<file path="config.mk">
export PLATFORM = sky130hd
export DESIGN_NAME = tnr_fifo
export DESIGN_NICKNAME = d
export VERILOG_FILES = /design/src/rtl/tnr_fifo.sv
export SDC_FILE = /design/constraint.sdc
export NUM_CORES = 1
export LEC_CHECK = 0
export BUFFER_PORTS_ARGS = -buffer_cell sky130_fd_sc_hd__buf_4
export CAP_MARGIN = 20
export CORE_MARGIN = 2
export CORE_UTILIZATION = 40
export CTS_BUF_LIST = sky130_fd_sc_hd__clkbuf_16
export CTS_CLUSTER_DIAMETER = 50
export DETAILED_ROUTE_END_ITERATION = 7
export PLACE_DENSITY = 0.73
export SETUP_SLACK_MARGIN = 0.1
export SYNTH_ARGS = -nofsm -noshare
export SYNTH_HDL_FRONTEND = slang
export SYNTH_SLANG_ARGS = --single-unit
export TNS_END_PERCENT = 10
</file>
<file path="constraint.sdc">
create_clock -name clk -period 2.13 [get_ports clk]
set_clock_uncertainty 0.15 [all_clocks]
set_input_delay 0.3195 -clock clk [delete_from_list [all_inputs] [get_ports clk]]
set_output_delay 0.3195 -clock clk [all_outputs]
set_load 0.05 [all_outputs]
</file>
<file path="src/rtl/tnr_fifo.sv">
// ----------------------------------------------------------------------------
// tnr_fifo: two-word queue
// Decouples producer and consumer; full and empty flags from an occupancy count.
// ----------------------------------------------------------------------------
`default_nettype none
module tnr_fifo #(
    parameter int WIDTH = 8
) (
    input  wire logic             clk,
    input  wire logic             rst_n,
    input  wire logic             wr_en,
    input  wire logic [WIDTH-1:0] wr_data,
    output logic                  full,
    input  wire logic             rd_en,
    output logic [WIDTH-1:0]      rd_data,
    output logic                  empty
);

    logic [WIDTH-1:0] entry0_reg;
    logic [WIDTH-1:0] entry1_reg;
    logic             wr_ptr_reg;
    logic             rd_ptr_reg;
    logic [1:0]       count_reg;
    logic             do_wr;
    logic             do_rd;

    assign full    = (count_reg == 2'd2);
    assign empty   = (count_reg == 2'd0);
    assign do_wr   = wr_en && !full;
    assign do_rd   = rd_en && !empty;
    assign rd_data = rd_ptr_reg ? entry1_reg : entry0_reg;

    // storage
    always_ff @(posedge clk)
    begin
        if (do_wr && !wr_ptr_reg)
        begin
            entry0_reg <= wr_data;
        end
        if (do_wr && wr_ptr_reg)
        begin
            entry1_reg <= wr_data;
        end
    end

    // pointers and count
    always_ff @(posedge clk or negedge rst_n)
    begin
        if (!rst_n)
        begin
            wr_ptr_reg <= 1'b0;
            rd_ptr_reg <= 1'b0;
            count_reg  <= 2'd0;
        end
        else
        begin
            if (do_wr)
            begin
                wr_ptr_reg <= !wr_ptr_reg;
            end
            if (do_rd)
            begin
                rd_ptr_reg <= !rd_ptr_reg;
            end
            if (do_wr && !do_rd)
            begin
                count_reg <= count_reg + 2'd1;
            end
            else if (do_rd && !do_wr)
            begin
                count_reg <= count_reg - 2'd1;
            end
        end
    end

endmodule
`default_nettype wire

</file>
==> results.md <==
- Type of the worst min-delay path: input pin to flop
- Commonest non-fill, non-tap cell in the layout: buf_4
- Synth area leader: edfxtp_1
- Chip width: 48.22 um
- RR Startpoint: count_reg[0]
- Clk pin slew, worst setup/hold paths: 0.06 ns
- First-pass GRT wire length: 1.559 mm
- Post-synthesis sequential area ratio: 0.7424
- Status: complete, no violations
- Wire per inst: 12.05 um
- Post-layout util: 0.6105
- Worst Tran Pin Value: 0.3975 ns
- Syn Inst Count: 44
- Final WL: 1.145 mm
- FF+latch area: 580.6 sq um
- Setup TNS Final: 0 ns
- WP data arrival: 1.40 ns
- Power Density: 1719 nW/um^2
- P_leak: 0.4520 nW
- Slew headroom: 0.7350
- Worst-skew pair later-pin latency: 0.25 ns
- Critical Path RT: 1.66 ns
- MaxCap Viol Count: 0
- HPWL after DPL: 798.2 um
- Post-CTS Setup Repair Bufs: 0
- Flop and latch count out of synthesis: 20
- VDD IR max: 0.9387 mV
- Fin nets: 84
- Routed Antenna Nets: 0
- Vias in the first global route: 344
- GRT overflow: 0
- P&R area growth vs syn: 39.20%
- F_max: 0.5354 GHz
- Final setup violation count: 0
- Period utilisation layout: 0.8769
- GR Util met3: 0.03333
- Synth cell types: 15
- CTS buffer count: 3
- Core area: 1783 sq um
- GR Util All Layers: 0.1069
- # fillers: 143
- Crit Path Category: flop to output port
- Post-DR vias/cell: 4.526
- Met1 Track Usage GR: 0.1418
- Unrepaired setup endpoints after global routing: no
- Commonest cells after routing, fill and taps aside: 22 x buf_4, 16 x edfxtp_1, 6 x mux2_1, 4 x dfrtp_1
- GR Util met2: 0.1447
- Starting Density: 0.4386
- Bufs on Longest Clock Path: 2
- Largest net degree at the start of global routing: 13
- DR iter-0 viols: 1
- Slowest CP cell: dfrtp_1
- Synthesis warning total: 0
- Net Count, Synth: 57
- Worst setup EP type: output port
- Synth area leaders: edfxtp_1 61%, dfrtp_1 13%, mux2_1 8.6%, mux2_2 2.9%, xnor2_1 2.2%
- Worst hold start: wr_data[5]
- Post-Synthesis Cell Area: 782.0 sq um
- Synthesized area per cell: 17.77 sq um
- CP startpoint kind: flop
- DRC viols: 0
- Post-synth top area share: 0.6144
- I/O pin cnt: 22
- GR peak layer: met2
- Fin. Hold Viols: 0
- Slowest cell delay on critical path: 0.58 ns
- Root Buffer: clkbuf_16
- Cell Chain, Critical Path: mux2_2, buf_4
- First-pass DRT Iterations: 2
- H-tree depth: 1
- Max Slew Vio Count: 0
- Number of clock sinks: 20
- Multi-input combinational cell area: 188.9 sq um
- Crit path from: rd_ptr_reg
- RePlAce Congestion: 0.6040
- DR vias: 430
- Antenna violations before repair: 0
- Tmin final: 1.868 ns
- Critical Path Fanout Max: 9
- Fraction of layout cells with a size suffix above 1: 0.4286
- Rows: 15
- Die Y: 48.22 um
- Die ar.: 2325 sq um
- TritonCTS clock tree: built
- ANT cells: 0
- # port buffers: 21
-- cell families after synthesis --
family | Yosys count | synth area share
DFF | 20 | 0.7424
adders and majority gates | 1 | 0.01600
xor gates and xnor gates | 5 | 0.06561
AOI/OAI and AO/OA | 1 | 0.006394
muxes | 8 | 0.1152
and+or+nand+nor | 6 | 0.03841
buffers and inverters | 3 | 0.01600
-- per-layer routing --
layer  routed length [um]  vias to the layer above
met1                  502                      205
met5                    0                        -
met2                  563                       13
met4                    9                        0
met3                   70                        2
li1                     -                      210
-- Yosys cell counts, drive strengths merged --
library cell / instances
edfxtp: 16
inv: 2
and3: 1
xor2: 2
xnor2: 3
nand2: 1
dfrtp: 4
nand2b: 1
nor2: 3
ha: 1
o21ai: 1
mux2: 8
buf: 1
-- power by group --
part	switching, mW	leakage, nW	internal (mW)
clock	0.129	0.0511	0.372
sequential	0.0874	0.195	0.547
combinational	0.468	0.206	0.268
total	0.684	0.452	1.19
-- stage by stage --
step	worst slack (ns)	total power [mW]	instances	cell area, sq um	hold WS [ns]
6_report	0.2621	1.871	95	1089	0.1042
5_1_grt	0.1875	1.950	95	1089	0.09785
4_1_cts	0.2396	1.896	95	1089	0.09788
3_5_place_dp	0.5018	1.384	90	973.4	-0.02863
3_3_place_gp	0.5120	1.368	90	973.4	-0.03031
2_1_floorplan	0.5879	1.174	44	782.0	-0.1261
-- repair_timing --
item	4_1_cts	5_1_grt
hold endpoints to repair	4	0
resized for setup	0	0
hold buffers	1	0
-- worst max-delay path: cells and delay by family, from the launching register on --
kind,cells,cell delay (ns)
buffers and inverters,1,0.19
DFF,1,0.58
muxes,1,0.38
-- cell type report --
class / count / share of cell area
flip-flops and latches: 20 / 0.5333
multi-input cells: 21 / 0.1736
repair buffers: 23 / 0.1609
clock buffers: 3 / 0.06897
well taps: 25 / 0.02874
clock inverters: 1 / 0.02759
inverters: 2 / 0.006897
-- final timing paths --
kind                            slack [ns]  cells past startpoint       endpoint
worst max register to register        0.50                      6   count_reg[1]
max in group asynchronous             1.48                      2     rd_ptr_reg
worst min-delay path                  0.10                      1  entry1_reg[5]
worst min register to register        0.38                      1   count_reg[1]
min in group asynchronous             0.24                      2     wr_ptr_reg
worst max-delay path                  0.26                      2     rd_data[0]
No activity file was read; power rests on OpenSTA's default activity.
