$ cat config.mk
export PLATFORM = sky130hd
export DESIGN_NAME = tnr_front
export DESIGN_NICKNAME = d
export VERILOG_FILES = /design/src/rtl/tnr_pkg.sv /design/src/rtl/tnr_front.sv
export SDC_FILE = /design/constraint.sdc
export NUM_CORES = 1
export LEC_CHECK = 0
export ABC_AREA = 1
export BUFFER_PORTS_ARGS = -buffer_cell sky130_fd_sc_hd__buf_2
export CAP_MARGIN = 40
export CELL_PAD_IN_SITES_DETAIL_PLACEMENT = 0
export CELL_PAD_IN_SITES_GLOBAL_PLACEMENT = 1
export CORE_AREA = 2 2 204 356
export DETAILED_ROUTE_END_ITERATION = 16
export DIE_AREA = 0 0 206 358
export PLACE_DENSITY_LB_ADDON = 0.15
export SYNTH_ARGS = -nofsm -noshare
export SYNTH_HDL_FRONTEND = slang
export SYNTH_SLANG_ARGS = --single-unit
$ cat constraint.sdc
create_clock -name clk -period 4.94 [get_ports clk]
set_input_delay 0.247 -clock clk [delete_from_list [all_inputs] [get_ports clk]]
set_output_delay 0.247 -clock clk [all_outputs]
set_load 0.1 [all_outputs]
$ cat src/rtl/tnr_pkg.sv
// ----------------------------------------------------------------------------
// tnr_pkg: shared types and constants of the truncated normal generator
// Function codes, state encodings, generator constants, arctan table, LCG step.
// ----------------------------------------------------------------------------
`default_nettype none
package tnr_pkg;

    // request function codes
    localparam logic [1:0] FUNC_NORMAL      = 2'd0;
    localparam logic [1:0] FUNC_PERT_POS    = 2'd1;
    localparam logic [1:0] FUNC_PERT_BOUNDS = 2'd2;

    // Park-Miller minimal standard generator
    localparam logic [14:0] LCG_MULT = 15'd16807;
    localparam logic [30:0] LCG_MOD  = 31'h7FFF_FFFF;

    // CORDIC start vector (gain-compensated), Q30
    localparam logic signed [33:0] GAIN_Q30 = 34'sd652032874;
    // 2 ln 2 in Q30
    localparam logic [30:0] TWO_LN2_Q30 = 31'd1488522236;

    typedef enum logic [1:0] {
        F_IDLE,
        F_DIV,
        F_PUSH
    } front_state_t;

    typedef enum logic [3:0] {
        B_IDLE,
        B_LCG_R,
        B_LCG_A,
        B_NORM,
        B_LOG,
        B_LNSUB,
        B_LNMUL,
        B_SQRT,
        B_CORD,
        B_RMUL,
        B_NSHIFT,
        B_MUL,
        B_SCALE,
        B_SUM,
        B_CHECK,
        B_OUT
    } back_state_t;

    // arctan(2^-i) in turns, 2^32 = one turn
    function automatic logic [31:0] atan_turns(input logic [4:0] idx);
        logic [31:0] v;
        case (idx)
            5'd0:  v = 32'd536870912;
            5'd1:  v = 32'd316933406;
            5'd2:  v = 32'd167458907;
            5'd3:  v = 32'd85004756;
            5'd4:  v = 32'd42667331;
            5'd5:  v = 32'd21354465;
            5'd6:  v = 32'd10679838;
            5'd7:  v = 32'd5340245;
            5'd8:  v = 32'd2670163;
            5'd9:  v = 32'd1335087;
            5'd10: v = 32'd667544;
            5'd11: v = 32'd333772;
            5'd12: v = 32'd166886;
            5'd13: v = 32'd83443;
            5'd14: v = 32'd41722;
            5'd15: v = 32'd20861;
            5'd16: v = 32'd10430;
            5'd17: v = 32'd5215;
            5'd18: v = 32'd2608;
            5'd19: v = 32'd1304;
            5'd20: v = 32'd652;
            5'd21: v = 32'd326;
            5'd22: v = 32'd163;
            5'd23: v = 32'd81;
            5'd24: v = 32'd41;
            5'd25: v = 32'd20;
            5'd26: v = 32'd10;
            5'd27: v = 32'd5;
            5'd28: v = 32'd3;
            5'd29: v = 32'd1;
            5'd30: v = 32'd1;
            default: v = 32'd0;
        endcase
        return v;
    endfunction

    // one generator step: x * 16807 mod (2^31 - 1), Mersenne fold
    // the out-of-range seed 2^31 - 1 maps onto itself
    function automatic logic [30:0] lcg_step(input logic [30:0] x);
        logic [45:0] prod;
        logic [31:0] fold;
        logic [31:0] red;
        prod = 46'(x) * 46'(LCG_MULT);
        fold = {1'b0, prod[30:0]} + {17'd0, prod[45:31]};
        red  = (fold >= {1'b0, LCG_MOD}) ? (fold - {1'b0, LCG_MOD}) : fold;
        return (x == LCG_MOD) ? LCG_MOD : red[30:0];
    endfunction

endpackage
`default_nettype wire

$ cat src/rtl/tnr_front.sv
// ----------------------------------------------------------------------------
// tnr_front: request intake
// Takes a request word, derives mean and deviation (PERT divide by six,
// seven quotient bits per cycle) and queues the job for the draw engine.
// ----------------------------------------------------------------------------
`default_nettype none
module tnr_front
    import tnr_pkg::*;
#(
    parameter int VALUE_WIDTH = 32
) (
    input  wire logic                          clk,
    input  wire logic                          rst_n,
    input  wire logic                          push,
    output logic                               full,
    input  wire logic [1:0]                    func,
    input  wire logic [30:0]                   seed,
    input  wire logic signed [VALUE_WIDTH-1:0] value_a,
    input  wire logic signed [VALUE_WIDTH-1:0] value_b,
    input  wire logic signed [VALUE_WIDTH-1:0] value_c,
    output logic                               job_push,
    output logic [4*VALUE_WIDTH+32:0]          job_data,
    input  wire logic                          job_full
);

    localparam int W1  = VALUE_WIDTH + 3;
    localparam int BPC = 7;
    localparam int NCH = (W1 + BPC - 1) / BPC;
    localparam int WN  = NCH * BPC;
    localparam int CW  = $clog2(NCH + 1);

    front_state_t                  state_reg;
    front_state_t                  state_next;
    logic [1:0]                    func_reg;
    logic [30:0]                   seed_reg;
    logic [VALUE_WIDTH-1:0]        a_reg;
    logic [VALUE_WIDTH-1:0]        b_reg;
    logic [VALUE_WIDTH-1:0]        c_reg;
    logic [WN-1:0]                 num1_reg;
    logic [WN-1:0]                 num2_reg;
    logic [2:0]                    rem1_reg;
    logic [2:0]                    rem2_reg;
    logic                          neg1_reg;
    logic                          neg2_reg;
    logic [CW-1:0]                 cnt_reg;

    logic                          accept;
    logic signed [W1-1:0]          sum_s;
    logic signed [W1-1:0]          diff_s;
    logic [W1-1:0]                 mag1;
    logic [W1-1:0]                 mag2;
    logic [BPC+2:0]                dv1;
    logic [BPC+2:0]                dv2;
    logic [WN-1:0]                 q1;
    logic [WN-1:0]                 q2;
    logic [VALUE_WIDTH-1:0]        mean_o;
    logic [VALUE_WIDTH-1:0]        dev_o;

    // one chunk of restoring divide-by-six: {remainder, quotient bits}
    function automatic logic [BPC+2:0] div6_chunk(input logic [2:0] rem,
                                                  input logic [BPC-1:0] bits);
        logic [2:0]     r;
        logic [3:0]     t;
        logic [BPC-1:0] q;
        r = rem;
        q = '0;
        for (int i = BPC - 1; i >= 0; i--)
        begin
            t = {r, bits[i]};
            if (t >= 4'd6)
            begin
                q[i] = 1'b1;
                r    = 3'(t - 4'd6);
            end
            else
            begin
                r = t[2:0];
            end
        end
        return {r, q};
    endfunction

    assign accept = push && !full;

    // PERT numerators: a + 4b + c and c - a
    assign sum_s  = W1'(value_a) + (W1'(value_b) <<< 2) + W1'(value_c);
    assign diff_s = W1'(value_c) - W1'(value_a);
    assign mag1   = sum_s[W1-1] ? (~sum_s + W1'(1)) : sum_s;
    assign mag2   = diff_s[W1-1] ? (~diff_s + W1'(1)) : diff_s;

    // divide-by-six step on the top chunk
    assign dv1 = div6_chunk(rem1_reg, num1_reg[WN-1 -: BPC]);
    assign dv2 = div6_chunk(rem2_reg, num2_reg[WN-1 -: BPC]);

    // quotients back to signed, truncated toward zero
    assign q1     = neg1_reg ? (~num1_reg + WN'(1)) : num1_reg;
    assign q2     = neg2_reg ? (~num2_reg + WN'(1)) : num2_reg;
    assign mean_o = (func_reg == FUNC_NORMAL) ? a_reg : q1[VALUE_WIDTH-1:0];
    assign dev_o  = (func_reg == FUNC_NORMAL) ? b_reg : q2[VALUE_WIDTH-1:0];
    assign job_data = {func_reg, seed_reg, mean_o, dev_o, a_reg, c_reg};

    // next state
    always_comb
    begin
        state_next = state_reg;
        unique case (state_reg)
            F_IDLE:
            begin
                if (accept)
                begin
                    state_next = (func == FUNC_NORMAL) ? F_PUSH : F_DIV;
                end
            end
            F_DIV:
            begin
                if (cnt_reg == CW'(1))
                begin
                    state_next = F_PUSH;
                end
            end
            F_PUSH:
            begin
                if (!job_full)
                begin
                    state_next = F_IDLE;
                end
            end
            default: state_next = F_IDLE;
        endcase
    end

    // outputs
    always_comb
    begin
        full     = 1'b1;
        job_push = 1'b0;
        unique case (state_reg)
            F_IDLE: full = 1'b0;
            F_DIV:  full = 1'b1;
            F_PUSH: job_push = !job_full;
            default: full = 1'b1;
        endcase
    end

    always_ff @(posedge clk or negedge rst_n)
    begin
        if (!rst_n)
        begin
            state_reg <= F_IDLE;
        end
        else
        begin
            state_reg <= state_next;
        end
    end

    // request capture and divider
    always_ff @(posedge clk)
    begin
        if (state_reg == F_IDLE && accept)
        begin
            func_reg <= func;
            seed_reg <= seed;
            a_reg    <= value_a;
            b_reg    <= value_b;
            c_reg    <= value_c;
            neg1_reg <= sum_s[W1-1];
            neg2_reg <= diff_s[W1-1];
            num1_reg <= WN'(mag1);
            num2_reg <= WN'(mag2);
            rem1_reg <= 3'd0;
            rem2_reg <= 3'd0;
            cnt_reg  <= CW'(NCH);
        end
        else if (state_reg == F_DIV)
        begin
            rem1_reg <= dv1[BPC+2:BPC];
            rem2_reg <= dv2[BPC+2:BPC];
            num1_reg <= {num1_reg[WN-BPC-1:0], dv1[BPC-1:0]};
            num2_reg <= {num2_reg[WN-BPC-1:0], dv2[BPC-1:0]};
            cnt_reg  <= cnt_reg - CW'(1);
        end
    end

endmodule
`default_nettype wire

==> qor.yml, run 1 <==
status: "completed"
synth_edf_count: 201
dp_hpwl_um: 79600
grt_overflow: 0
cts_hold_buffers: 123
combPwrFrac_pct: 62.8
relSlewSlack_pct: 32.9
htreeDepth: 1
area_delta_synth_final_pct: 26.1
core_area_um2: 70700
yosys.cell_types.count: 51
worstHoldPathType: "input port to register"
rows: 129
p_clk_share_pct: 13.5
syn_area_um2: 18300
fmax_ghz: 0.233
ir_worst_vdd_mv: 0.462
synthCells: 2613
clk_pin_slew_ns: 0.06
hold_viol_final: 0
p_sw_mw: 9.24
fp.dieH_um: 358
fin_crit_ns: 4.29
yosys_warnings: 0
wl_per_cell_um: 23.3
initial_core_util_pct: 25.8
ys_seq_elements: 212
path_class: "register to primary output"
grt_pass1_vias: 18799
die-area_um2: 73700
final_common_cell: "nand2_1"
p_seq_share_pct: 23.8
startpoint_type: "register"
layout_worst_path_cycle_share_pct: 86.8
via_count: 18829
switching_share_pct: 60.6
final_cell_mix: "883 x nand2_1, 381 x inv_1, 295 x buf_2, 243 x nor2_1, 201 x edfxtp_1"
internal-power_mw: 6.00
fin_nets: 3277
cp_max_fo: 4
clock_tree.root_cell: "clkbuf_16"
required_ns: 4.69
arrival_ns: 4.04
final-max-slew-violation-count: 0
cts_setup_buffers: 0
grt_pass1_wl_um: 129000
layout-drive-gt1-share_pct: 14.5
gp_congestion: 0.918
fin_setup_tns_ns: 0
antenna_left: 0
place.port_buffers: 295
powerDensity_nw_per_um2: 662
setup_viol: 0
tritoncts: "done"
drc: 0
clock_sinks: 212
drtIter0Drc: 1108
clockBufferDepth: 3
grtUsageTotal_pct: 24.6
tightestPinTransition_ns: 1.01
rsz0062_at_grt: "false"
grt_max_degree: 151
n_fill_cell: 7718
cp-end-kind: "primary output"
vias_per_cell: 4.74
p_leak_nw: 11.0
io_pins: 296
clock_latency_ns: 0.59
final_area_um2: 23000
post_dp_cell_area_um2: 20900
maxCapViolCount: 0
avgSynthCellArea_um2: 6.99
syn_nets: 2853
cts_resized: 0
drt-total-wl_um: 92700
firstDrtPassIters: 5
ys_seq_area_share_pct: 34.3
antenna_found_initial: 3
synthArstFlopShare_pct: 0.943
final.setup_skew_ns: 0.0215
cts_made_buffers: 26
synthFlopType: "edfxtp_1"
die_width_um: 206
==> routing by layer <==
| layer | global-route usage (%) | share of wire, % |
|---|---|---|
| met1 | 27.0 | 38 |
| met2 | 46.8 | 52 |
| met3 | 1.94 | 3.8 |
| met4 | 12.3 | 5.5 |
| met5 | 0 | 0.029 |
==> per-stage QoR <==
step | power [mW] | hold slack [ns] | instances | util [%] | worst slack (ns)
6_report | 15.2 | 0.0484 | 3975 | 32.5 | 0.650
5_1_grt | 16.0 | 0.0173 | 3973 | 32.5 | 0.230
4_1_cts | 15.4 | 0.00643 | 3973 | 32.5 | 0.623
3_5_place_dp | 13.2 | 0.0429 | 3803 | 29.6 | 0.654
3_3_place_gp | 13.2 | 0.0357 | 3801 | 29.5 | 0.691
2_1_floorplan | 10.4 | -0.0486 | 2613 | - | 0.660
==> kinds of logic after synthesis <==
| family | share of synthesized area [%] |
|---|---|
| adder cells (fa/ha/maj) | 8.73 |
| buffers and inverters | 9.08 |
| XOR/XNOR | 5.35 |
| flip-flops | 34.3 |
| AO/OA/AOI/OAI | 7.68 |
| AND/OR/NAND/NOR | 34.8 |
==> cells in the mapped netlist (11+ instances only) <==
library cell	n	area (µm²)
nand2_2	20	125
xnor2_1	25	219
inv_1	382	1430
nand2_1	883	3310
edfxtp_1	201	6040
xor2_1	79	692
a21oi_1	81	405
nor2_2	24	150
ha_1	73	913
nor2_1	245	920
clkbuf_1	29	109
fa_1	34	681
o21ai_1	26	130
nor3_1	34	170
o21ai_0	119	596
nand3b_1	16	120
nand3_1	169	846
a21o_1	11	82.6
nand4_1	52	325
==> power groups by stage <==
stage          Sequential (mW)  Clock (mW)  Combinational, mW
5_1_grt                   3.67        2.14               10.2
3_5_place_dp              3.65           0               9.54
6_report                  3.62        2.05               9.56
4_1_cts                   3.62        2.11               9.63
2_1_floorplan             4.30           0               6.14
3_3_place_gp              3.65           0               9.51
==> worst max-delay path, stage by stage (launching register included) <==
cell and delay (ns):
edfxtp_1 0.50, inv_1 0.10, ha_1 0.13, inv_1 0.05, nor3_1 0.31, nand3_1 0.28, nor4_2 0.46, nand3_1 0.18
inv_1 0.12, nand2_1 0.09, o21ai_1 0.21, o21ai_0 0.21, xor2_1 0.21, o21ai_0 0.16, buf_2 0.45
==> final cells by class <==
class / instances / area, µm² / share of cell area (%)
Multi-Input combinational cell: 1966 / 10300 / 45.0
Sequential cell: 212 / 6270 / 27.2
Timing Repair Buffer: 437 / 2900 / 12.6
Inverter: 394 / 1480 / 6.43
Tap cell: 917 / 1150 / 4.99
Clock buffer: 35 / 684 / 2.97
Clock inverter: 12 / 181 / 0.789
Antenna cell: 2 / 5.00 / 0.0218
==> path summary, 6_finish.rpt <==
kind | end | slack (ns) | cells past startpoint | from
max | job_data[92] | 0.65 | 14 | num2_reg[1]
min | a_reg[30] | 0.05 | 1 | value_a[30]
max reg2reg | num2_reg[0] | 2.45 | 12 | rem2_reg[0]
min reg2reg | cnt_reg[2] | 0.48 | 1 | cnt_reg[2]
max in group asynchronous | state_reg[1] | 4.25 | 3 | rst_n
min in group asynchronous | state_reg[0] | 0.56 | 3 | rst_n
Note: power is estimated with default switching activity, not from simulation.
==> inputs of run 2 (changes only) <==
- CORE_AREA: 2 2 204 356 -> 2 2 169 295
- DIE_AREA: 0 0 206 358 -> 0 0 171 297
==> run 2 against run 1 <==
Register-to-register slack barely moved. Sequential cell count did not move. Sequential power barely moved. Sequential share of layout area rose by 0.51 points. Cell area fell by 1.8%. First-iteration DRC count rose by 27%. Via count rose by 2.8%. Utilization rose by 14 points.
==> qor.yml, run 2 (synthesized netlist as in run 1, its figures left out) <==
clock_latency_ns: 0.57  # -0.02 ns
timing.rr.start: "rem2_reg[0]"
vias_per_cell: 5.23  # +10%
status: "completed"
cts_resized: 0  # unchanged
layout_worst_path_cycle_share_pct: 85.5  # -1.4 points
p_clk_share_pct: 13.1  # -0.4 points
p_sw_mw: 9.25  # +0.18%
die-area_um2: 50800  # -31%
holdCritStartpoint: "value_b[5]"
grt_pass1_vias: 19044  # +1.3%
cp_max_fo: 4  # unchanged
core_area_um2: 48500  # -31%
cpMostUsedCell: "inv_1"
tightestPinTransition_ns: 0.946  # -0.0616 ns
cts_made_buffers: 24  # -7.7%
grtUsageTotal_pct: 34.2  # +9.6 points
initial_core_util_pct: 37.7  # +12 points
clockBufferDepth: 3  # unchanged
hold_path_end: "b_reg[5]"
fin_nets: 3268  # -0.27%
hold_viol_final: 0  # unchanged
placement.setup.worst_slack_ns: 0.787  # +0.132 ns
clk_pin_slew_ns: 0.07  # about the same
grt_overflow: 0  # unchanged
seqCellArea_um2: 6270  # unchanged
report.power.total_mw: 15.2  # -0.19%
powerDensity_nw_per_um2: 673  # +1.7%
drtIter0Drc: 1403  # +27%
crit_family: "simple AND/OR/NAND/NOR gates"
p_leak_nw: 10.9  # -0.28%
maxCapViolCount: 0  # unchanged
final-max-slew-violation-count: 0  # unchanged
rr_endpoint: "num2_reg[0]"
rsz0062_at_grt: "false"
rows: 107  # -17%
cp-end-kind: "primary output"
fin_setup_tns_ns: 0  # unchanged
area_delta_synth_final_pct: 23.7
via_count: 19361  # +2.8%
drc: 0  # unchanged
switching_share_pct: 60.9  # +0.23 points
tritoncts: "done"
setup_ws_ns: 0.717  # +0.0670 ns
drt-total-wl_um: 88600  # -4.4%
final_common_cell: "nand2_1"
antenna_found_initial: 5  # +2
cp_slowest_cell: "nand3_1"
gp_congestion: 0.978  # +6.6%
r2r_slack_ns: 2.46  # about the same
critPathMaxStageDelay_ns: 0.48  # -0.02 ns
io_pins: 296  # unchanged
htreeDepth: 1  # unchanged
die_width_um: 171  # -17%
fmax_ghz: 0.237  # +1.6%
internal-power_mw: 5.95  # -0.77%
combPwrFrac_pct: 63.2  # +0.4 points
r2r_cells: 12  # unchanged
arrival_ns: 3.98  # -0.06 ns
fp.dieH_um: 297  # -17%
grt_pass1_wl_um: 124000  # -3.9%
layout-drive-gt1-share_pct: 14.6  # +0.11 points
multi_input_area_um2: 10300  # unchanged
startpoint_type: "register"
required_ns: 4.69  # about the same
firstDrtPassIters: 6  # +1
final.setup_skew_ns: 0.0251  # +0.00355 ns
relSlewSlack_pct: 37.0  # +4.1 points
antenna_left: 0  # unchanged
final_cell_mix: "883 x nand2_1, 381 x inv_1, 295 x buf_2, 243 x nor2_1, 201 x edfxtp_1"
n_fill_cell: 5075  # -34%
fin_crit_ns: 4.22  # -0.0670 ns
clock_sinks: 212  # unchanged
hold_depth: 1  # unchanged
setup_viol: 0  # unchanged
path_cells: "inv_1 > ha_1 > inv_1 > nor3_1 > nand3_1 > nor4_2 > buf_4 > nand3_1 > inv_1 > nand2_1 > o21ai_1 > o21ai_0 > xor2_1 > o21ai_0 > buf_2"
grt_max_degree: 134  # -11%
clock_tree.root_cell: "clkbuf_16"
wl_per_cell_um: 23.9  # +2.6%
worstHoldPathType: "input port to register"
p_seq_share_pct: 23.8  # about the same
place.port_buffers: 295  # unchanged
path_class: "register to primary output"
worst-path-buf-inv: 5  # +1
ir_worst_vdd_mv: 0.639  # +38%
dp_hpwl_um: 73800  # -7.2%
[run 2: cell types whose count changed in the layout (fill, tap and decap cells not counted), sizes merged, moves of 2 or more]
cell	delta
clkbuf	-7
dlygate4sd3	-5
clkinv	+3
buf	-2
diode	+2
inv	+2
[run 2: repair_timing]
action	CTS	global route
hold buffers	118	0
endpoints found under the setup margin	0	0
hold endpoints to repair	118	0
setup buffers	0	0
[run 2: layout make-up]
cell class | instances | share of cell area (%)
multi-input combinational | 1966 | 45.8
sequential | 212 | 27.7
timing repair buffer | 430 | 12.5
inverter | 394 | 6.55
tap | 654 | 3.62
clock buffer | 28 | 2.86
clock inverter | 16 | 0.864
antenna | 4 | 0.0443
[run 2: worst max-delay path by stage]
stage | from | end | slack [ns] | cells after the start
2_1_floorplan | num2_reg[1] | job_data[92] | 0.66 | 13
3_3_place_gp | value_a[29] | num1_reg[21] | 0.77 | 18
3_5_place_dp | value_a[29] | num1_reg[21] | 0.79 | 18
4_1_cts | value_a[1] | num1_reg[30] | 0.84 | 24
5_1_grt | num2_reg[0] | job_data[92] | 0.53 | 15
6_report | num2_reg[0] | job_data[92] | 0.72 | 15
[run 2: worst reg2reg max path: cells and delay by family (launching register included)]
kind | cells | cell delay, ns
simple gates | 8 | 1.20
flops | 1 | 0.34
buf+inv | 1 | 0.05
compound gates | 3 | 0.65
[run 2: power groups by stage]
stage               Sequential [mW]  Clock, mW  Combinational, mW
global placement               3.60          0               9.41
detailed placement             3.60          0               9.43
floorplan                      4.30          0               6.14
finish                         3.61       1.99               9.60
global route                   3.65       2.07               10.2
CTS                            3.57       2.02               9.53
[run 2: metal layers]
metal / GRT usage [%] / vias up / share of wire, %
li1: - / 9264 / -
met1: 33.9 / 9049 / 33
met2: 63.3 / 794 / 52
met3: 4.54 / 250 / 5.5
met4: 26.1 / 4 / 9.3
met5: 0 / - / 0.026
[run 2: through the flow]
stage	hold slack, ns	utilization, %	std cells	cell area, µm²
after floorplan	-0.0486	-	2613	18300
after global placement	0.0349	42.4	3537	20500
after detailed placement	0.0391	42.4	3537	20500
after CTS	0.00137	46.6	3699	22600
after global routing	0.00541	46.6	3701	22600
final	0.00954	46.6	3704	22600
==> inputs of run 3 (changes only) <==
- CORE_AREA: 2 2 169 295 -> 3 3 170 296
- DIE_AREA: 0 0 171 297 -> 0 0 173 299
==> run 3 against run 2 <==
Combinational power is essentially flat. Power shrank 0.83%. Sequential power shrank 2%. Final cell count shrank 0.11%. First-iteration DRC count shrank 1.1%. Cell area is essentially flat. Count of clock-buffer cells in the layout grew 4. Non-clock buffer count grew 4.
==> qor.yml, run 3 (synthesized netlist as in run 1, its figures left out) <==
antenna_left: 0  # unchanged
rows: 106  # -0.93%
fin_util_pct: 47.0  # +0.42 points
fmax_ghz: 0.226  # -4.8%
path_cells: "inv_1 > ha_1 > inv_1 > nor3_1 > nand3_1 > nor4_2 > nand3_1 > inv_1 > a31oi_1 > a21oi_1 > xor2_1 > o21ai_0 > buf_2"
cp.depth: 13  # -2
wl_per_cell_um: 23.9  # -0.20%
final-max-slew-violation-count: 0  # unchanged
cp_max_fo: 4  # unchanged
p_seq_share_pct: 23.5  # -0.3 points
p_leak_nw: 10.9  # about the same
arrival_ns: 4.19  # +0.21 ns
final.setup_skew_ns: 0.0228  # -0.00228 ns
cpMostUsedCell: "inv_1"
grtUsageTotal_pct: 33.0  # -1.3 points
p_clk_share_pct: 12.7  # -0.4 points
critPathMaxStageDelay_ns: 0.49  # about the same
initial_core_util_pct: 38.0  # +0.36 points
fin_crit_ns: 4.43  # +0.211 ns
r2r_cells: 15  # +3
clk_pin_slew_ns: 0.06  # about the same
ir_worst_vdd_mv: 0.650  # +1.7%
gp_congestion: 0.986  # +0.79%
startpoint_type: "register"
place.port_buffers: 295  # unchanged
p_sw_mw: 9.19  # -0.67%
grt_overflow: 0  # unchanged
switching_share_pct: 61.0  # +0.10 points
clock_tree.root_cell: "clkbuf_16"
drc: 0  # unchanged
worstHoldPathType: "input port to register"
status: "completed"
combPwrFrac_pct: 63.8  # +0.6 points
fin_nets: 3272  # +0.12%
placement.setup.worst_slack_ns: 0.754  # -0.0321 ns
hold_depth: 1  # unchanged
path_class: "register to primary output"
rr_endpoint: "num2_reg[0]"
tritoncts: "done"
vias_per_cell: 5.21  # -0.39%
core_area_um2: 48000  # -0.93%
drtIter0Drc: 1387  # -1.1%
grt_max_degree: 154  # +15%
die_width_um: 173  # +1.2%
layout-drive-gt1-share_pct: 14.5  # -0.052 points
setup_viol: 0  # unchanged
final_common_cell: "nand2_1"
internal-power_mw: 5.89  # -1.1%
io_pins: 296  # unchanged
final_cell_mix: "883 x nand2_1, 381 x inv_1, 296 x buf_2, 243 x nor2_1, 201 x edfxtp_1"
worst-path-buf-inv: 4  # -1
cp_slowest_cell: "buf_2"
layout_worst_path_cycle_share_pct: 89.8  # +4.3 points
relSlewSlack_pct: 43.5  # +6.6 points
die-area_um2: 51700  # +1.9%
multi_input_area_um2: 10300  # unchanged
antenna_found_initial: 8  # +3
clock_sinks: 212  # unchanged
n_fill_cell: 5005  # -1.4%
area_delta_synth_final_pct: 23.7  # about the same
cts_made_buffers: 24  # unchanged
timing.rr.start: "rem2_reg[0]"
clock_latency_ns: 0.57  # about the same
firstDrtPassIters: 5  # -1
drt-total-wl_um: 88400  # -0.30%
setup_ws_ns: 0.506  # -0.211 ns
cts_setup_buffers: 0  # unchanged
powerDensity_nw_per_um2: 668  # -0.78%
via_count: 19265  # -0.50%
hold_viol_final: 0  # unchanged
clockBufferDepth: 3  # unchanged
grt_pass1_vias: 19148  # +0.55%
dp_hpwl_um: 74200  # +0.55%
required_ns: 4.69  # about the same
startpoint: "num2_reg[0]"
grt_pass1_wl_um: 125000  # +0.56%
maxCapViolCount: 0  # unchanged
htreeDepth: 1  # unchanged
tightestPinTransition_ns: 0.847  # -0.0987 ns
rsz0062_at_grt: "false"
cp-end-kind: "primary output"
fp.dieH_um: 299  # +0.67%
crit_family: "simple AND/OR/NAND/NOR gates"
seqCellArea_um2: 6270  # unchanged
fin_setup_tns_ns: 0  # unchanged
crit_end: "job_data[94]"
r2r_slack_ns: 2.46  # about the same
-- run 3: changes by cell type in the layout (fill, tap and decap cells not counted), sizes merged --
cell,delta
clkinvlp,+2
diode,-2
dlygate4sd3,+4
clkbuf,+4
clkinv,-3
inv,-1
bufinv,-2
-- run 3: routing by layer --
metal	part of all wire (%)	vias up	global-route usage, %
met5	0.048	-	0
met4	8.4	6	23.0
met3	4.7	234	3.80
met2	53	797	63.4
met1	34	8988	32.4
li1	-	9240	-
-- run 3: stage by stage --
stage | hold WS (ns) | instances | cell area [µm²] | total power [mW]
global route | 0.00801 | 3700 | 22600 | 15.8
global placement | 0.0356 | 3530 | 20500 | 13.0
floorplan | -0.0486 | 2613 | 18300 | 10.4
CTS | 0.00289 | 3697 | 22600 | 15.1
detailed placement | 0.0376 | 3532 | 20500 | 13.1
finish | 0.0273 | 3700 | 22600 | 15.1
-- run 3: how the worst min path moves through the flow --
stage	endpoint	startpoint
3_5_place_dp	state_reg[0]	rst_n
2_1_floorplan	state_reg[0]	rst_n
3_3_place_gp	state_reg[0]	rst_n
4_1_cts	c_reg[5]	value_c[5]
6_report	c_reg[5]	value_c[5]
5_1_grt	c_reg[0]	value_c[0]
-- run 3: power groups by stage --
| stage | clock, mW | sequential (mW) | combinational, mW |
|---|---|---|---|
| after global placement | 0 | 3.57 | 9.47 |
| final | 1.91 | 3.55 | 9.62 |
| after floorplan | 0 | 4.30 | 6.14 |
| after global routing | 2.00 | 3.59 | 10.2 |
| after detailed placement | 0 | 3.56 | 9.52 |
| after CTS | 1.93 | 3.53 | 9.62 |
-- run 3: area by class of cell --
class / instances / share of cell area [%]
Timing Repair Buffer: 434 / 12.7
Multi-Input combinational cell: 1966 / 45.8
Clock buffer: 32 / 2.97
Antenna cell: 2 / 0.0222
Clock inverter: 12 / 0.599
Tap cell: 648 / 3.59
Sequential cell: 212 / 27.8
Inverter: 394 / 6.56
-- run 3: repair_timing --
| action | CTS | global route |
|---|---|---|
| hold endpoints to repair | 121 | 1 |
| resized for setup | 0 | 0 |
| hold buffers | 121 | 1 |
